## src/rtl/eu2r_pkg.sv

```systemverilog
// Shared constants, types and arithmetic helpers for the Euler-angle to rotation-matrix block.
package eu2r_pkg;

  localparam int ANGLE_BITS   = 16;
  localparam int FRAC_BITS    = 14;
  localparam int FIELD_W      = 16;
  localparam int NUM_ANGLES   = 3;
  localparam int NUM_ENTRIES  = 9;
  localparam int TURN_W       = 32;
  localparam int CORDIC_STEPS = 31;
  localparam int STEP_W       = $clog2(CORDIC_STEPS);
  localparam int CW           = 34;
  localparam int ZW           = TURN_W + 1;
  localparam int PROD_W       = 2 * FIELD_W;
  localparam int SUM_W        = PROD_W + 2;
  localparam int CORDIC_FRAC  = 30;
  localparam int CORDIC_RS    = CORDIC_FRAC - FRAC_BITS;
  localparam int MATRIX_LAT   = 5;

  localparam int PITCH = 0;
  localparam int YAW   = 1;
  localparam int ROLL  = 2;

  typedef logic signed [CW-1:0]      cw_t;
  typedef logic signed [ZW-1:0]      zw_t;
  typedef logic signed [FIELD_W-1:0] q_t;
  typedef logic signed [PROD_W-1:0]  prod_t;
  typedef logic signed [SUM_W-1:0]   sum_t;

  // One angle's rotation state as it moves along the CORDIC row.
  typedef struct packed {
    cw_t  x;
    cw_t  y;
    zw_t  z;
    logic neg;
  } lane_t;

  typedef lane_t [NUM_ANGLES-1:0] trio_t;

  localparam cw_t GAIN_INV = CW'(64'd652032874);
  localparam zw_t Q_TURN   = ZW'(64'd1 << (TURN_W - 2));
  localparam zw_t H_TURN   = ZW'(64'd1 << (TURN_W - 1));
  localparam q_t  ONE      = q_t'(1) <<< FRAC_BITS;

  // Arctangent of 2^-i in units of 2^-32 turn.
  function automatic zw_t atan_turn(input logic [STEP_W-1:0] i);
    logic [30:0] v;
    unique case (i)
      5'd0:    v = 31'd536870912;
      5'd1:    v = 31'd316933406;
      5'd2:    v = 31'd167458907;
      5'd3:    v = 31'd85004756;
      5'd4:    v = 31'd42667331;
      5'd5:    v = 31'd21354465;
      5'd6:    v = 31'd10679838;
      5'd7:    v = 31'd5340245;
      5'd8:    v = 31'd2670163;
      5'd9:    v = 31'd1335087;
      5'd10:   v = 31'd667544;
      5'd11:   v = 31'd333772;
      5'd12:   v = 31'd166886;
      5'd13:   v = 31'd83443;
      5'd14:   v = 31'd41722;
      5'd15:   v = 31'd20861;
      5'd16:   v = 31'd10430;
      5'd17:   v = 31'd5215;
      5'd18:   v = 31'd2608;
      5'd19:   v = 31'd1304;
      5'd20:   v = 31'd652;
      5'd21:   v = 31'd326;
      5'd22:   v = 31'd163;
      5'd23:   v = 31'd81;
      5'd24:   v = 31'd41;
      5'd25:   v = 31'd20;
      5'd26:   v = 31'd10;
      5'd27:   v = 31'd5;
      5'd28:   v = 31'd3;
      5'd29:   v = 31'd1;
      5'd30:   v = 31'd1;
      default: v = 31'd0;
    endcase
    return zw_t'({2'b00, v});
  endfunction

  // Widens a binary angle to a turn fraction and folds it into +-90 degrees.
  function automatic lane_t prep_lane(input logic [FIELD_W-1:0] ang);
    logic [TURN_W-1:0] a;
    zw_t               z;
    lane_t             l;
    a = TURN_W'(ang) << (TURN_W - ANGLE_BITS);
    z = zw_t'({a[TURN_W-1], a});
    l.neg = 1'b0;
    if (z > Q_TURN) begin
      z     = z - H_TURN;
      l.neg = 1'b1;
    end else if (z < -Q_TURN) begin
      z     = z + H_TURN;
      l.neg = 1'b1;
    end
    l.x = GAIN_INV;
    l.y = '0;
    l.z = z;
    return l;
  endfunction

  function automatic q_t clamp_one(input sum_t t);
    q_t r;
    if (t > sum_t'(ONE)) begin
      r = ONE;
    end else if (t < -sum_t'(ONE)) begin
      r = -ONE;
    end else begin
      r = q_t'(t);
    end
    return r;
  endfunction

  // Rounds a CORDIC output from Q30 to FRAC_BITS and saturates.
  function automatic q_t round_cordic(input cw_t v);
    localparam cw_t HALF = (CORDIC_RS > 0) ? (cw_t'(1) <<< (CORDIC_RS - 1)) : '0;
    cw_t t;
    t = (v + HALF) >>> CORDIC_RS;
    return clamp_one(sum_t'(t));
  endfunction

  // Rounds a product or sum held at twice FRAC_BITS and saturates.
  function automatic q_t round_prod(input sum_t v);
    localparam sum_t HALF = sum_t'(1) <<< (FRAC_BITS - 1);
    sum_t t;
    t = (v + HALF) >>> FRAC_BITS;
    return clamp_one(t);
  endfunction

endpackage

```

## src/rtl/eu2r_cordic_cell.sv

```systemverilog
// One CORDIC rotation cell, applied to the pitch, yaw and roll lanes side by side.
module eu2r_cordic_cell (
  input  logic                         clk_i,
  input  logic                         rst_ni,
  input  logic                         en_i,
  input  logic [eu2r_pkg::STEP_W-1:0]  step_i,
  input  logic                         valid_i,
  input  eu2r_pkg::trio_t              lanes_i,
  output logic                         valid_o,
  output eu2r_pkg::trio_t              lanes_o
);
  import eu2r_pkg::*;

  logic  valid_q;
  trio_t lanes_d, lanes_q;
  zw_t   atan;

  assign atan = atan_turn(step_i);

  always_comb begin
    cw_t dx;
    cw_t dy;
    lanes_d = lanes_i;
    for (int k = 0; k < NUM_ANGLES; k++) begin
      dx = lanes_i[k].y >>> step_i;
      dy = lanes_i[k].x >>> step_i;
      if (!lanes_i[k].z[ZW-1]) begin
        lanes_d[k].x = lanes_i[k].x - dx;
        lanes_d[k].y = lanes_i[k].y + dy;
        lanes_d[k].z = lanes_i[k].z - atan;
      end else begin
        lanes_d[k].x = lanes_i[k].x + dx;
        lanes_d[k].y = lanes_i[k].y - dy;
        lanes_d[k].z = lanes_i[k].z + atan;
      end
    end
  end

  always_ff @(posedge clk_i or negedge rst_ni) begin
    if (!rst_ni) begin
      valid_q <= 1'b0;
    end else if (en_i) begin
      valid_q <= valid_i;
    end
  end

  always_ff @(posedge clk_i) begin
    if (en_i) begin
      lanes_q <= lanes_d;
    end
  end

  assign valid_o = valid_q;
  assign lanes_o = lanes_q;

endmodule

```

## config.mk

```make
export PLATFORM = sky130hd
export DESIGN_NAME = eu2r_cordic_cell
export DESIGN_NICKNAME = d
export VERILOG_FILES = /design/src/rtl/eu2r_pkg.sv /design/src/rtl/eu2r_cordic_cell.sv
export SDC_FILE = /design/constraint.sdc
export NUM_CORES = 2
export LEC_CHECK = 0
export BUFFER_PORTS_ARGS = -buffer_cell sky130_fd_sc_hd__buf_2
export CORE_ASPECT_RATIO = 1.1
export CORE_MARGIN = 2
export CORE_UTILIZATION = 50
export CTS_BUF_LIST = sky130_fd_sc_hd__clkbuf_4 sky130_fd_sc_hd__clkbuf_8 sky130_fd_sc_hd__clkbuf_16
export CTS_CLUSTER_DIAMETER = 200
export DETAILED_ROUTE_END_ITERATION = 7
export PLACE_DENSITY = 0.78
export SLEW_MARGIN = 20
export SYNTH_ARGS = -nofsm -noshare
export SYNTH_HDL_FRONTEND = slang
export SYNTH_SLANG_ARGS = --single-unit
```

## constraint.sdc

```tcl
create_clock -name clk_i -period 1 [get_ports clk_i]
set_input_delay 0.1 -clock clk_i [delete_from_list [all_inputs] [get_ports clk_i]]
set_output_delay 0.1 -clock clk_i [all_outputs]
set_load 0.01 [all_outputs]
```

==> results of run 1 <==
per-layer routing:
| metal | track usage, % | overflow |
|---|---|---|
| met5 | 49.04 | 12 |
| met1 | 87.04 | 40 |
| met4 | 94.35 | 433 |
| met3 | 77.34 | 77 |
| met2 | 101.6 | 758 |
kinds of logic after synthesis:
family	after synthesis	share of synthesized area, %
AOI/OAI and AO/OA	1452	21.86
and+or+nand+nor	1284	14.32
muxes	561	19.62
xor gates and xnor gates	471	9.468
buffers and inverters	400	4.379
adders and majority gates	315	9.201
DFF	307	21.15
what timing repair did:
item	in CTS
cloned	10
hold buffers	7
endpoints found under the hold margin	28
resized for setup	594
setup buffers	234
endpoints found under the setup margin	610
pin swaps	323
through the flow:
step | cells | cell area (µm²) | hold slack, ps
2_1_floorplan | 4790 | 44910 | -195.6
4_1_cts | 8759 | 70700 | -200.9
3_3_place_gp | 8462 | 64870 | -125.6
3_5_place_dp | 8462 | 64870 | -123.5
==> results.md, run 1 <==
* Status: did not finish
* Stage reached: global routing
* First Err: [ERROR GRT-0232] Routing congestion too high. Check the congestion heatmap in the GUI.
* Area share of the largest cell type after synthesis at between 20% and 30%
* Top-count cell post-synth: nor2_1
* Port bufs at about 620
* Die H at ~310 µm
* Largest buffer count on any clock path at 3
* TritonCTS Sinks at between 300 and 400
* CTS buffer count at 35
* DP Worst Slack at -4673 ps
* Net Count, Synth at between 5000 and 6000
* Synth Instances at roughly 4800
* Top cells by count, synth: nor2_1, a21oi_1, nand2_1
* FF+latch count, synth at a little over 300
* Synthesized area at 43570 µm²
* Starting Density at between 50% and 60%
* Yosys warns at 0
* Sequential area share after synthesis at a little over a fifth
* Hpwl dp at 183000 µm
* H-tree depth at 2
* Dominant cell type by area after synthesis: edfxtp_1
* WEP type: register data pin
* Total GRT Usage at ~90%
* Synth unique cells at approximately 110
* Die width at roughly 290 µm
* Main flop type after synthesis: edfxtp_1
* Pin count of the biggest net entering global routing at 47
* I/O pins at approximately 620
* Post-synth EDFFs at just over 300
* # rows at between 100 and 150
* Clock root buffer master: clkbuf_16
* Total congestion overflow at 1320
* Async set or reset register ratio after synthesis at 0.3257%
* Leading post-synthesis cells by cell area: edfxtp_1, mux4_2, ha_1, xnor2_1, mux2i_1
* GR repair worst EP: lanes_o[236]$_DFFE_PP_/D
* Mean post-synth cell area at between 9 and 10 µm²
* Gpl congestion at about 1.1
==> run 2: changes to the inputs <==
Settings changed: CORE_ASPECT_RATIO 1.1 to default, CORE_UTILIZATION 50 to 35, CTS_BUF_LIST sky130_fd_sc_hd__clkbuf_4 sky130_fd_sc_hd__clkbuf_8 sky130_fd_sc_hd__clkbuf_16 to default, CTS_CLUSTER_DIAMETER 200 to default, PLACE_DENSITY 0.78 to default, PLACE_DENSITY_LB_ADDON from default to 0.15.
==> results.md, run 2 <==
* Failing checks: hold timing, setup timing
* Main flop type after synthesis: edfxtp_1
* Hold Vio Cnt, Final at 10
* Sequential area share after synthesis at 21.15% (unchanged)
* Clk pin slew, worst setup/hold paths at around 60 ps
* Dominant cell type by area after synthesis: edfxtp_1
* Clock network fraction of design power at ~14%
* Initial antenna violation count at 24
* Die width at 356.8 µm (+25%)
* DRC viols at 0
* # hold bufs at CTS at 7 (unchanged)
* Sw Ratio at roughly 39%
* Final Critical Period at between 4000 and 5000 ps
* CP most frequent cell: buf_4
* Internal power at slightly above 60000 µW
* Die ar. at approximately 130000 µm²
* Initial DRC Count at around 4400
* Most common cell after layout, fill and taps aside: buf_4
* Max reg flops at between 300 and 400
* Largest buffer count on any clock path at 3 (unchanged)
* Starting Density at 35.24% (-15 points)
* Top cells by count, synth: nor2_1, a21oi_1, nand2_1
* Crit end category: flip-flop
* RSZ-0062 raised after global routing: true
* # rows at 129 (+14%)
* Area growth syn-to-layout at 67.42%
* DP Worst Slack at -4851 ps (-178.2 ps)
* FF-to-FF path depth at 1
* CTS tree: yes
* Net Count, Synth at 5420 (unchanged)
* Die H at 356.8 µm (+14%)
* Post-route clock period utilization at 485.8%
* Tot Pwr at approximately 100000 µW
* Layout cells sized above 1 at a little over half
* I/O pins at 622 (unchanged)
* Synth unique cells at 108 (unchanged)
* Crit Path Max Fanout at 9
* Setup ws final at -3858 ps
* Leading post-synthesis cells by cell area: edfxtp_1, mux4_2, ha_1, xnor2_1, mux2i_1
* Vias at approximately 52000
* Slowest stage delay, CP at 520 ps
* Clock root buffer master: clkbuf_16
* Fillers at about 11000
* Pin count of the biggest net entering global routing at 76
* Synthesized area at 43570 µm² (unchanged)
* FF+latch count, synth at 307 (unchanged)
* Core region area at ~120000 µm²
* DRT Wirelength at around 230000 µm
* Hpwl dp at 181500 µm (-0.86%)
* Most frequent cells in the layout: buf_4, buf_2, nor2_1
* Post-synth EDFFs at 306 (unchanged)
* Area share of the largest cell type after synthesis at 21.09% (unchanged)
* Kind of start point of the critical path: input port
* First-pass GRT wire length at around 320000 µm
* Yosys warns at 0 (unchanged)
* Hold WC Path Type: in2reg
* Async set or reset register ratio after synthesis at 0.3257% (unchanged)
* Via density at 5.612
* CTS buffer count at 38 (+8.6%)
* P_sw at around 39000 µW
* Maxcap violations at 0
* Headroom to the max-slew limit at roughly two fifths
* Worst skew pair latency at ~600 ps
* Status: finished with violations
* Port bufs at 621 (unchanged)
* Setup CP Type: in2reg
* Post-route cell area at 72940 µm²
* Crit path max-delay cell type: mux4_2
* Leak Pwr at between 0.03 and 0.04 µW
* Synth Instances at 4790 (unchanged)
* Peak Freq at slightly above 200 MHz
* H-tree depth at 2 (unchanged)
* TritonCTS Sinks at 307 (unchanged)
* Sequential fraction of design power at between 20% and 30%
* Critical Path AT at around 5200 ps
* Post-DRT Antenna Nets at 0
* Total GRT Usage at around 34%
* First drt pass iteration count at 6
* WL per Instance at between 20 and 25 µm
* Worst EP required at roughly 1400 ps
* Hold slack at -202.1 ps
* Final net count at approximately 8300
* Mean post-synth cell area at 9.096 µm² (unchanged)
* Worst-Margin Slew at ~870 ps
* Slew Viols, Final at 0
* Final Setup Violations at around 600
* Vias in the first global route at 51690
* Clk_skew at 0 ps
* Combinational share of power at 65.5%
* Gpl congestion at 1.046 (-6.1%)
* Top-count cell post-synth: nor2_1
* Total congestion overflow at 0
* Hold depth at 2
* Pwr Density at 1362 nW/µm²
* DP Area at 65490 µm² (+0.96%)
* Max VDD drop at roughly 1.4 mV
run 2: repair_timing:
item	CTS	global route
buffers inserted	180	130
resized for setup	433	392
pin swaps	315	274
gates cloned	11	4
hold endpoints to repair	37	9
setup endpoints to repair	610	611
run 2: metal layers:
layer  track usage, %  vias up  part of all wire (%)
li1                 -    24150                     -
met1            41.30    25420                    39
met2            57.14     2302                    48
met3            5.628      570                   7.2
met4            16.39       18                   5.7
met5                0        -                 0.051
run 2: final cells by class:
type / count / area [µm²] / share of cell area [%]
Antenna cell: 15 / 37.54 / 0.05146
Inverter: 131 / 513.0 / 0.7033
Multi-Input combinational cell: 4083 / 36510 / 50.05
Clock buffer: 49 / 1033 / 1.417
Sequential cell: 307 / 9214 / 12.63
Clock inverter: 18 / 201.4 / 0.2762
Tap cell: 1637 / 2048 / 2.808
Timing Repair Buffer: 3106 / 23390 / 32.06
run 2: worst max-delay path: cells and delay by family:
family	cells	cell delay (ps)
compound gates	8	1660
xor+xnor	2	400
fa+ha+maj	1	310
buf+inv	9	1330
mux	2	640
simple gates	6	730
run 2: kinds of logic after synthesis:
group / share of synthesized area (%)
and+or+nand+nor: 14.32
AOI/OAI and AO/OA: 21.86
buffers and inverters: 4.379
adders and majority gates: 9.201
xor gates and xnor gates: 9.468
muxes: 19.62
DFF: 21.15
run 2: worst paths after layout:
| check | end | startpoint | slack (ps) |
|---|---|---|---|
| max | lanes_o[169]$_DFFE_PP_ | step_i[2] | -3860 |
| min | lanes_o[205]$_DFFE_PP_ | lanes_i[205] | -200 |
| max reg2reg | valid_o$_DFFE_PN0P_ | valid_o$_DFFE_PN0P_ | 260 |
| min reg2reg | valid_o$_DFFE_PN0P_ | valid_o$_DFFE_PN0P_ | 510 |
| max in group asynchronous | valid_o$_DFFE_PN0P_ | rst_ni | 550 |
| min in group asynchronous | valid_o$_DFFE_PN0P_ | rst_ni | 350 |
run 2: power by group through the flow:
stage               sequential (µW)  clock (µW)  combinational [µW]
floorplan                     22300           0               26800
global route                  20500       14900               69500
detailed placement            20500           0               57200
CTS                           20300       14500               61400
global placement              20500           0               56900
finish                        20300       14000               65100
run 2: stage by stage:
step	TNS, ps	instances	hold slack [ps]	utilization [%]
floorplan	-951380	4790	-195.6	-
global placement	-1114130	8973	-125.8	52.97
detailed placement	-1121620	8973	-124.4	52.97
CTS	-935370	9225	-230.9	56.87
global route	-1001890	9341	-210.0	58.99
finish	-946330	9346	-202.1	59.00
(Power assumes the default switching activity.)
